### src/design/i2ctbr_pkg.sv
// ----------------------------------------------------------------------------
// i2ctbr_pkg
// Shared types and constants for the i2c target byte receiver.
// ----------------------------------------------------------------------------
`default_nettype none

package i2ctbr_pkg;

  localparam int unsigned AddrWidth = 7;
  localparam int unsigned ByteWidth = 8;
  localparam int unsigned BitIdxWidth = 3;

  localparam logic [AddrWidth-1:0] OwnAddrReset = 7'd8;
  localparam logic [BitIdxWidth-1:0] BitIdxMsb = 3'd7;
  localparam logic [BitIdxWidth-1:0] BitIdxLsb = 3'd0;

  typedef enum logic [3:0] {
    PH_IDLE  = 4'd0,
    PH_AHIGH = 4'd1,
    PH_ALOW  = 4'd2,
    PH_K1A   = 4'd3,
    PH_K1B   = 4'd4,
    PH_K1C   = 4'd5,
    PH_DHIGH = 4'd6,
    PH_DLOW  = 4'd7,
    PH_K2A   = 4'd8,
    PH_K2B   = 4'd9
  } phase_e;

  typedef struct packed {
    logic                 sda_pull_low;
    logic                 activity;
    logic                 byte_valid;
    logic [ByteWidth-1:0] data_byte;
    logic                 address_mismatch;
  } result_t;

endpackage

`default_nettype wire

### src/design/i2c_target_byte_receiver_top.sv
// ----------------------------------------------------------------------------
// i2c_target_byte_receiver_top
// Pin-sampling i2c target that receives one addressed data byte per transfer.
// ----------------------------------------------------------------------------
// Usage: feed one sample of the scl/sda pin levels per cycle on the input
// valid/ready channel. Every sample yields exactly one result on the output
// valid/ready channel: the sda pull-low drive, the activity flag, a byte
// strobe with the received byte, and an address mismatch flag.
// Path: an accepted sample is held in the input register, then passes
// through the sequencer logic into the result register, from which the
// receiver takes it.
// Throughput: one sample per cycle, sustained while the output is taken.
// When the receiver stalls, the result register holds and the input register
// keeps one more sample; once both are full, in_ready_o drops. No sample is
// dropped or repeated.
// The own address register is written through cfg_we_i/cfg_wdata_i and must
// only change while the bus is idle.
// Reset (rst_ni low, asynchronous) puts the sequencer in idle with its ack
// state cleared, clears the pipeline valid flags and sets the own address to 8.
// ----------------------------------------------------------------------------
`default_nettype none

module i2c_target_byte_receiver_top
  import i2ctbr_pkg::*;
(
  input  wire logic                 clk_i,
  input  wire logic                 rst_ni,
  input  wire logic                 in_valid_i,
  output logic                      in_ready_o,
  input  wire logic                 scl_level_i,
  input  wire logic                 sda_level_i,
  output logic                      out_valid_o,
  input  wire logic                 out_ready_i,
  output logic                      sda_pull_low_o,
  output logic                      activity_o,
  output logic                      byte_valid_o,
  output logic [ByteWidth-1:0]      data_byte_o,
  output logic                      address_mismatch_o,
  input  wire logic                 cfg_we_i,
  input  wire logic [AddrWidth-1:0] cfg_wdata_i
);

  logic [AddrWidth-1:0] own_addr_q;
  logic                 s1_valid_q;
  logic                 s1_scl_q, s1_sda_q;
  logic                 out_valid_q;
  result_t              out_q;
  result_t              result;
  logic                 s1_adv;
  logic                 in_xfer;

  assign s1_adv     = s1_valid_q && (!out_valid_q || out_ready_i);
  assign in_ready_o = !s1_valid_q || s1_adv;
  assign in_xfer    = in_valid_i && in_ready_o;

  always_ff @(posedge clk_i or negedge rst_ni) begin
    if (!rst_ni) begin
      own_addr_q <= OwnAddrReset;
    end else if (cfg_we_i) begin
      own_addr_q <= cfg_wdata_i;
    end
  end

  always_ff @(posedge clk_i or negedge rst_ni) begin
    if (!rst_ni) begin
      s1_valid_q <= 1'b0;
    end else if (in_xfer) begin
      s1_valid_q <= 1'b1;
    end else if (s1_adv) begin
      s1_valid_q <= 1'b0;
    end
  end

  always_ff @(posedge clk_i) begin
    if (in_xfer) begin
      s1_scl_q <= scl_level_i;
      s1_sda_q <= sda_level_i;
    end
  end

  i2ctbr_fsm u_fsm (
    .clk_i         (clk_i),
    .rst_ni        (rst_ni),
    .step_i        (s1_adv),
    .scl_i         (s1_scl_q),
    .sda_i         (s1_sda_q),
    .own_address_i (own_addr_q),
    .result_o      (result)
  );

  always_ff @(posedge clk_i or negedge rst_ni) begin
    if (!rst_ni) begin
      out_valid_q <= 1'b0;
    end else if (s1_adv) begin
      out_valid_q <= 1'b1;
    end else if (out_ready_i) begin
      out_valid_q <= 1'b0;
    end
  end

  always_ff @(posedge clk_i) begin
    if (s1_adv) begin
      out_q <= result;
    end
  end

  assign out_valid_o        = out_valid_q;
  assign sda_pull_low_o     = out_q.sda_pull_low;
  assign activity_o         = out_q.activity;
  assign byte_valid_o       = out_q.byte_valid;
  assign data_byte_o        = out_q.data_byte;
  assign address_mismatch_o = out_q.address_mismatch;

endmodule

`default_nettype wire

### src/design/i2ctbr_fsm.sv
// ----------------------------------------------------------------------------
// i2ctbr_fsm
// Receive sequencer: advances on one pin sample per step and builds the result.
// ----------------------------------------------------------------------------
`default_nettype none

module i2ctbr_fsm
  import i2ctbr_pkg::*;
(
  input  wire logic                 clk_i,
  input  wire logic                 rst_ni,
  input  wire logic                 step_i,
  input  wire logic                 scl_i,
  input  wire logic                 sda_i,
  input  wire logic [AddrWidth-1:0] own_address_i,
  output result_t                   result_o
);

  phase_e                 phase_q, phase_d;
  logic [BitIdxWidth-1:0] bit_idx_q, bit_idx_d;
  logic [ByteWidth-1:0]   shift_q, shift_d;
  logic                   act_q, act_d;
  logic                   ack_q, ack_d;

  logic [ByteWidth-1:0]   shift_set;
  logic                   last_bit;

  // shift value with the current bit merged in
  always_comb begin
    shift_set = shift_q;
    if (sda_i) begin
      shift_set[bit_idx_q] = 1'b1;
    end
  end

  assign last_bit = (bit_idx_q == BitIdxLsb);

  // next state
  always_comb begin
    phase_d   = phase_q;
    bit_idx_d = bit_idx_q;
    shift_d   = shift_q;
    act_d     = act_q;
    ack_d     = ack_q;
    case (phase_q)
      PH_AHIGH, PH_DHIGH: begin
        if (scl_i) begin
          shift_d = shift_set;
          if (last_bit) begin
            if (phase_q == PH_AHIGH) begin
              if (shift_set[ByteWidth-1:1] != own_address_i) begin
                phase_d = PH_IDLE;
              end else begin
                act_d   = 1'b1;
                ack_d   = 1'b1;
                phase_d = PH_K1A;
              end
            end else begin
              ack_d   = 1'b1;
              phase_d = PH_K2A;
            end
          end else begin
            bit_idx_d = bit_idx_q - 1'b1;
            phase_d   = (phase_q == PH_AHIGH) ? PH_ALOW : PH_DLOW;
          end
        end
      end
      PH_ALOW: begin
        if (!scl_i) phase_d = PH_AHIGH;
      end
      PH_DLOW: begin
        if (!scl_i) phase_d = PH_DHIGH;
      end
      PH_K1A: begin
        if (!scl_i) phase_d = PH_K1B;
      end
      PH_K1B: begin
        if (scl_i) phase_d = PH_K1C;
      end
      PH_K1C: begin
        if (!scl_i) begin
          ack_d     = 1'b0;
          bit_idx_d = BitIdxMsb;
          shift_d   = '0;
          phase_d   = PH_DHIGH;
        end
      end
      PH_K2A: begin
        if (!scl_i) phase_d = PH_K2B;
      end
      PH_K2B: begin
        if (scl_i) begin
          ack_d   = 1'b0;
          phase_d = PH_IDLE;
        end
      end
      default: begin
        // idle and unused codes
        phase_d = PH_IDLE;
        if (!scl_i) begin
          bit_idx_d = BitIdxMsb;
          shift_d   = '0;
          phase_d   = PH_AHIGH;
        end else begin
          act_d = 1'b0;
        end
      end
    endcase
  end

  // result for this sample
  always_comb begin
    result_o.sda_pull_low     = ack_d;
    result_o.activity         = act_d;
    result_o.byte_valid       = 1'b0;
    result_o.data_byte        = '0;
    result_o.address_mismatch = 1'b0;
    case (phase_q)
      PH_AHIGH: begin
        result_o.address_mismatch = scl_i && last_bit &&
                                    (shift_set[ByteWidth-1:1] != own_address_i);
      end
      PH_K2B: begin
        if (scl_i) begin
          result_o.byte_valid = 1'b1;
          result_o.data_byte  = shift_q;
        end
      end
      default: begin
        result_o.address_mismatch = 1'b0;
      end
    endcase
  end

  always_ff @(posedge clk_i or negedge rst_ni) begin
    if (!rst_ni) begin
      phase_q   <= PH_IDLE;
      bit_idx_q <= BitIdxMsb;
      shift_q   <= '0;
      act_q     <= 1'b0;
      ack_q     <= 1'b0;
    end else if (step_i) begin
      phase_q   <= phase_d;
      bit_idx_q <= bit_idx_d;
      shift_q   <= shift_d;
      act_q     <= act_d;
      ack_q     <= ack_d;
    end
  end

endmodule

`default_nettype wire

### config.mk
export PLATFORM = sky130hd
export DESIGN_NAME = i2c_target_byte_receiver_top
export DESIGN_NICKNAME = d
export VERILOG_FILES = /design/src/design/i2ctbr_pkg.sv /design/src/design/i2c_target_byte_receiver_top.sv /design/src/design/i2ctbr_fsm.sv
export SDC_FILE = /design/constraint.sdc
export NUM_CORES = 1
export LEC_CHECK = 0
export ABC_CLOCK_PERIOD_IN_PS = 7320
export BUFFER_PORTS_ARGS = -buffer_cell sky130_fd_sc_hd__buf_2
export CORE_ASPECT_RATIO = 1.25
export CORE_MARGIN = 2
export CORE_UTILIZATION = 51
export CTS_CLUSTER_SIZE = 12
export DETAILED_ROUTE_END_ITERATION = 6
export PLACE_DENSITY = 0.82
export SETUP_SLACK_MARGIN = 0.4
export SLEW_MARGIN = 20
export SYNTH_ARGS = -nofsm -noshare
export SYNTH_HDL_FRONTEND = slang
export SYNTH_SLANG_ARGS = --single-unit
### constraint.sdc
create_clock -name clk_i -period 7.32 [get_ports clk_i]
set_input_delay 1.464 -clock clk_i [delete_from_list [all_inputs] [get_ports clk_i]]
set_output_delay 1.464 -clock clk_i [all_outputs]
set_load 0.01 [all_outputs]
# Yosys cells after proc, flatten, opt, wreduce, memory -nomap -nowiden
# Cells that the tools add are included.
# totals
mem_bits_rw,0
input_bits,14
latchBits,0
regBits,40
mem_count,0
mem_bits_ro,0
# op_classes
n_mux,41
bitwise_logic,2
order_cmp,2
n_addsub,1
div,0
n_shift,0
reduce_logical,21
n_mul,0
eq_ne,20
# ops
cell,n
4-bit 2-to-1 mux,9
4-bit one-hot mux with 7 select lines,1
8-bit 2-to-1 mux,3
2-bit inequality test (second input constant),9
1-bit 2-to-1 mux,17
4-bit by 3-bit equality test with 1-bit output (second input constant),4
8-bit one-hot mux with 2 select lines,1
3-bit 2-to-1 mux,4
5-bit AND reduction,2
9-bit 2-to-1 mux,1
4-bit by 2-bit equality test with 1-bit output (second input constant),2
4-bit equality test (second input constant),2
8-bit bitwise OR,1
8-bit AND reduction,1
7-bit inequality test,1
7-bit OR reduction,1
3-bit one-hot mux with 2 select lines,1
6-bit OR reduction,1
1-bit logical AND,5
4-bit by 1-bit equality test with 1-bit output (second input constant),1
3-bit by 4-bit < comparator with 1-bit output (second input constant),1
4-bit AND reduction,1
2-bit nonzero test,2
2-bit OR reduction,2
12 further kinds,14

# Depth between registers and ports, before layout
# Gate-level depths: netlist of run 1.
# logic_depth
word_depth,12
depth_mapped,11
mapped_depth_nobuf,10

# By module
# From an unflattened synthesis of run 1, not the netlist that was laid out.
# hier_totals
cells_unflattened,213
area_unflattened_um2,2189.6
# by_module_without_submodules
mod,cells_per_inst,area_per_inst_um2,instances
i2ctbr_fsm,176,1387.6,1
i2c_target_byte_receiver_top,37,802.0,1

# Least setup slack after synthesis of run 1
# Ideal clock, no wire load.
# synth_path
kind,input to output
startpoint,input out_ready_i
endpoint,output in_ready_o
setup_slack_ps,4111
t_arrival_ps,1745
t_required_ps,5856
path_buffers,0
cell_stages,2
path_cell_list,nor2b_1 nand2_1
# synth_between
elab_chain_cells,3
# synth_rtl
element,line,source
from (decl),i2c_target_byte_receiver_top.sv:33,"input wire logic out_ready_i,"
1-bit logical OR,i2c_target_byte_receiver_top.sv:52,assign s1_adv = s1_valid_q && (!out_valid_q || out_ready_i);
1-bit logical AND,i2c_target_byte_receiver_top.sv:52,
1-bit logical OR,i2c_target_byte_receiver_top.sv:53,assign in_ready_o = !s1_valid_q || s1_adv;
to (decl),i2c_target_byte_receiver_top.sv:29,"output logic in_ready_o,"
# Every way passes these cells.

# Final worst setup path of run 1
# Same ends and word-level chain as after synthesis.

==> metrics.txt, run 1 <==
status complete, no violations; Slew Limit Fails 0; Syn-to-layout area delta 11.4%; Final GP Congestion 0.831; Max Buffers Root-to-Sink 2; I/O pin count 28; CTS resizes 0; Avg Cell Area, Syn 10.0 sq um; Final Hold Vio Count 0; share of cells above drive strength 1 22.2%; Max Freq 0.288 GHz; Yosys warning count 0; drt via density 5.60; Vias 1674; Critical Path RT 5860 ps; Syn Nets 236; Finish-stage setup viols 0; Core Util, Final 59.7%; Synth area leaders dfrtp_1 25%, edfxtp_1 19%, dfstp_2 4.8%; hold_sp u_fsm.shift_q[3]$_DFFE_PN0P_; Reg clk slew, reported paths 70 ps; Synth area leader dfrtp_1; Yosys cell types 54; ANT nets after route 0; most common cell after layout, fill and taps aside buf_2; Max Cap Viol 0; CP endpoint in_ready_o; critical path startpoint out_ready_i; drt first pass iters 4; H-Tree Depth 2; prevailing post-synth register cell dfrtp_1; DRT iter0 DRCs 81; vias in the first global route 1503; CTS tree built; Clock Tree Root clkbuf_8; drt wl/cell 13.8 um; Final Cycle Share 47.4%; LEAKAGE 1.02 nW; Post-Synthesis Cell Area 2200 sq um; leading cell types in the layout, fill and taps excluded 27 x buf_2, 22 x dfrtp_1, 19 x nor2_1, 19 x nand2_1, 18 x o21ai_0; EDFF count, synth 14; pwr/cell area 277 nW/um^2; Slew headroom 59.7%; Die Y 77.4 um; Rows 26; Overall Global Routing Usage 18.7%; Core Footprint 4100 sq um; Seq cells post-synth 40; Port-buffer cells 27; final setup TNS 0 ps; RR Startpoint u_fsm.phase_q[1]$_DFFE_PN0P_; Worst IR Drop VDD 0.145 mV; Post-Synthesis Cells 219; Critical R2R Capture u_fsm.phase_q[3]$_DFFE_PN0P_; grt total ovfl 0; largest net degree at the start of global routing 27; Worst EP arrival 2010 ps; final hold slack 496 ps; Initial Util 53.6%; crit path max fanout 3; final net count 259; Clock Sinks 40; post-CTS setup repair buffer count 0; register area share after synthesis 49.0%; DIE WIDTH 62.7 um; Worst-Margin Slew 605 ps; worst skew pair latency 290 ps; number of hold buffers added after CTS 0; RSZ-0062 raised after global routing false; routed wire length 4.12 mm; CP endpoint kind primary output; ant diodes 0; Post-DP HPWL 2.97 mm; Synth top area share 25.1%; worst hold path class flip-flop to flip-flop; CP Class primary input to primary output; antenna violations before repair 0; drt drc 0; CP Launch Type primary input; ys async rst share 65.0%; register-to-register setup slack 4040 ps; final setup skew 4.28 ps; post-layout minimum cycle time 3470 ps; Num CTS Buffers 5; first-pass GRT wire length 7.02 mm; worst reg2reg path depth 10; Final WS setup 3850 ps; die area 4850 sq um; pre-CTS setup slack 3840 ps
## per-layer routing
metal / GRT usage, % / wire, um / vias to the layer above
li1: - / - / 839
met1: 23.0 / 1760 / 794
met2: 31.1 / 2120 / 33
met3: 4.20 / 142 / 8
met4: 9.33 / 100 / 0
met5: 0 / 0 / -
## metrics by stage
| step | cells | total power [mW] | area, sq um |
|---|---|---|---|
| 2_1_floorplan | 219 | 0.462 | 2200 |
| 3_3_place_gp | 291 | 0.494 | 2330 |
| 3_5_place_dp | 291 | 0.499 | 2330 |
| 4_1_cts | 299 | 0.679 | 2450 |
| 5_1_grt | 299 | 0.723 | 2450 |
| 6_report | 299 | 0.677 | 2450 |
## where the power goes
group	switching [mW]	internal (mW)	total, mW
Sequential	0.0507	0.268	0.319
Combinational	0.107	0.0730	0.180
Clock	0.0769	0.101	0.178
## how the worst min path moves through the flow
stage	end	slack (ps)	cells past startpoint
global placement	u_fsm.shift_q[2]$_DFFE_PN0P_	460	2
detailed placement	u_fsm.shift_q[2]$_DFFE_PN0P_	480	2
global route	u_fsm.shift_q[3]$_DFFE_PN0P_	510	2
CTS	u_fsm.shift_q[3]$_DFFE_PN0P_	500	2
floorplan	u_fsm.shift_q[2]$_DFFE_PN0P_	450	2
finish	u_fsm.shift_q[3]$_DFFE_PN0P_	500	2
## worst max-delay path, cell delays in order
cell	delay (ps)
buf_2	110
nor2b_1	170
nand2_1	120
buf_2	150
## synth_stat cells, drive strengths merged (5+ instances only)
master  number
clkbuf       6
nand3        5
a21oi        8
o21ai       19
nor3         8
dfrtp       22
and2         6
nand2       19
inv         12
edfxtp      14
buf          5
nor2        20
nand2b       8
mux2         6
## cell type report
cell class | count | area (sq um)
Tap cell | 56 | 70.1
Inverter | 12 | 45.0
Timing Repair Buffer | 27 | 135
Fill cell | 363 | 1650
Multi-Input combinational cell | 156 | 1010
Sequential cell | 40 | 1080
Clock buffer | 5 | 68.8
Clock inverter | 3 | 42.5
## logic make-up after synthesis
group	Yosys count	synth area share [%]
AND/OR/NAND/NOR	88	22.5
AO/OA/AOI/OAI	56	17.4
flip-flops	40	49.0
buffers and inverters	23	5.07
multiplexers	6	3.08
XOR/XNOR	3	1.20
adder cells (fa/ha/maj)	3	1.71
## flip-flops by register name, indices dropped and copies added (netlist names), 3 cells and up
name	cells
u_fsm.bit_idx_q	3
own_addr_q	7
u_fsm.phase_q	4
u_fsm.shift_q	8
data_byte_o	8
No activity file was read; power rests on OpenSTA's default activity.
==> inputs of run 2 (changes only) <==
- ABC_CLOCK_PERIOD_IN_PS: 7320 -> 3200
- clock period: 7.32 -> 3.2 ns (I/O delays scaled with it)
==> metrics.txt, run 2 (same netlist as run 1, synthesis figures left out) <==
status complete, no violations (unchanged); Slew headroom 60.3% (was 59.7%); ANT nets after route 0 (unchanged); drt first pass iters 4 (unchanged); ant diodes 0 (unchanged); pwr/cell area 639 nW/um^2 (was 277 nW/um^2); LEAKAGE 1.03 nW (was 1.02 nW); DIE WIDTH 62.7 um (unchanged); post-layout minimum cycle time 2570 ps; register-to-register setup slack 630 ps (was 4040 ps); H-Tree Depth 2 (unchanged); multi-input logic area 1010 sq um (about the same); CP Launch Type flip-flop (was primary input); Worst-Margin Slew 595 ps (was 605 ps); Die Y 77.4 um (unchanged); worst reg2reg path depth 10 (unchanged); drt wl/cell 14.0 um (was 13.8 um); final setup TNS 0 ps (unchanged); leading cell types in the layout, fill and taps excluded 27 x buf_2, 21 x dfrtp_1, 19 x nor2_1, 19 x nand2_1, 18 x o21ai_0 (was 27 x buf_2, 22 x dfrtp_1, 19 x nor2_1, 19 x nand2_1, 18 x o21ai_0); RR Startpoint u_fsm.phase_q[1]$_DFFE_PN0P_ (unchanged); pre-CTS setup slack 521 ps (was 3840 ps); Final Hold Vio Count 0 (unchanged); RSZ-0062 raised after global routing false (unchanged); routed wire length 4.22 mm (was 4.12 mm); I/O pin count 28 (unchanged); Final WS setup 631 ps (was 3850 ps); DRT iter0 DRCs 57 (was 81); CP Class flip-flop to flip-flop (was primary input to primary output); slowest stage cell on the critical path dfrtp_2 (was nor2b_1); worst-path cell chain nand2b_1 -> nor3_1 -> nor2_1 -> inv_1 -> ha_1 -> nor3_4 -> o221ai_1 -> a21o_1 -> o31ai_1 -> a22o_1 (was buf_2 -> nor2b_1 -> nand2_1 -> buf_2); Core Footprint 4100 sq um (unchanged); antenna violations before repair 0 (unchanged); worst hold path class primary input to async pin (was flip-flop to flip-flop); Sequential Area 1080 sq um (about the same); Post-DP HPWL 3.01 mm (was 2.97 mm); CTS tree built (unchanged); Syn-to-layout area delta 12.6% (was 11.4%); Rows 26 (unchanged); drt via density 5.64 (was 5.60); number of hold buffers added after CTS 0 (unchanged); crit path buf inv count 1 (was 2); largest net degree at the start of global routing 27 (unchanged); Worst IR Drop VDD 0.462 mV (was 0.145 mV); Finish-stage setup viols 0 (unchanged); first-pass GRT wire length 6.92 mm (was 7.02 mm); Reg clk slew, reported paths 80 ps (was 70 ps); crit path max fanout 16 (was 3); Num CTS Buffers 5 (unchanged); final net count 261 (was 259); drt drc 0 (unchanged); Max Buffers Root-to-Sink 2 (unchanged); Initial Util 53.6% (unchanged); Slew Limit Fails 0 (unchanged); final-layout fill cell count 356 (was 363); worst skew pair latency 300 ps (was 290 ps); Final GP Congestion 0.861 (was 0.831); Core Util, Final 60.3% (was 59.7%); WP depth 10 (was 4); final setup skew 3.95 ps (was 4.28 ps); CP endpoint kind flip-flop (was primary output); Clock Sinks 40 (unchanged); Port-buffer cells 27 (unchanged); Max Freq 0.389 GHz; grt total ovfl 0 (unchanged); Top delay family on crit path simple AND/OR/NAND/NOR gates (unchanged); final hold slack 337 ps (was 496 ps); CP max stage delay 510 ps (was 170 ps); Critical Path RT 3440 ps (was 5860 ps); Vias 1699 (was 1674); share of cells above drive strength 1 23.7% (was 22.2%); Max Cap Viol 0 (unchanged); Critical R2R Capture u_fsm.phase_q[3]$_DFFE_PN0P_ (unchanged); vias in the first global route 1563 (was 1503); Clock Tree Root clkbuf_8 (unchanged); Overall Global Routing Usage 18.1% (was 18.7%); Final Cycle Share 80.3%; Worst EP arrival 2810 ps (was 2010 ps); most common cell after layout, fill and taps aside buf_2 (unchanged); die area 4850 sq um (unchanged)
-- run 2: power by group --
| part | internal [mW] | switching, mW | total [mW] | leakage [nW] |
|---|---|---|---|---|
| Combinational | 0.182 | 0.250 | 0.432 | 0.522 |
| Clock | 0.235 | 0.185 | 0.420 | 0.0548 |
| Sequential | 0.615 | 0.115 | 0.729 | 0.454 |
| Total | 1.03 | 0.550 | 1.58 | 1.03 |
-- run 2: worst max path at each step --
stage	startpoint	end	slack, ps
2_1_floorplan	u_fsm.phase_q[0]$_DFFE_PN0P_	u_fsm.phase_q[3]$_DFFE_PN0P_	650
3_3_place_gp	u_fsm.phase_q[1]$_DFFE_PN0P_	u_fsm.phase_q[3]$_DFFE_PN0P_	630
3_5_place_dp	u_fsm.phase_q[1]$_DFFE_PN0P_	u_fsm.phase_q[3]$_DFFE_PN0P_	520
4_1_cts	u_fsm.phase_q[1]$_DFFE_PN0P_	u_fsm.phase_q[3]$_DFFE_PN0P_	490
5_1_grt	u_fsm.phase_q[0]$_DFFE_PN0P_	u_fsm.bit_idx_q[2]$_DFFE_PN1P_	450
6_report	u_fsm.phase_q[1]$_DFFE_PN0P_	u_fsm.phase_q[3]$_DFFE_PN0P_	630
-- run 2: final cells by class --
class / instances / area share (%)
Clock inverter: 3 / 1.87
Multi-Input combinational cell: 156 / 41.0
Timing Repair Buffer: 29 / 6.07
Clock buffer: 5 / 2.78
Sequential cell: 40 / 43.6
Tap cell: 56 / 2.83
Inverter: 12 / 1.82
-- run 2: per-stage QoR --
| stage | power (mW) | std cells | area (sq um) |
|---|---|---|---|
| after global placement | 1.13 | 292 | 2340 |
| final | 1.58 | 301 | 2470 |
| after global routing | 1.67 | 301 | 2470 |
| after CTS | 1.57 | 300 | 2460 |
| after detailed placement | 1.15 | 292 | 2340 |
| after floorplan | 1.06 | 219 | 2200 |
-- run 2: repair_timing --
item | in CTS | in global routing
setup endpoints to repair | 0 | 7
gates resized for setup | 0 | 2
buffers inserted | 0 | 1
-- run 2: metal layers --
metal | global-route usage [%] | wire length, um | share of wire (%)
met1 | 22.6 | 1770 | 42
met2 | 29.4 | 2150 | 51
met3 | 2.61 | 195 | 4.6
met4 | 11.6 | 95 | 2.3
met5 | 0 | 0 | 0
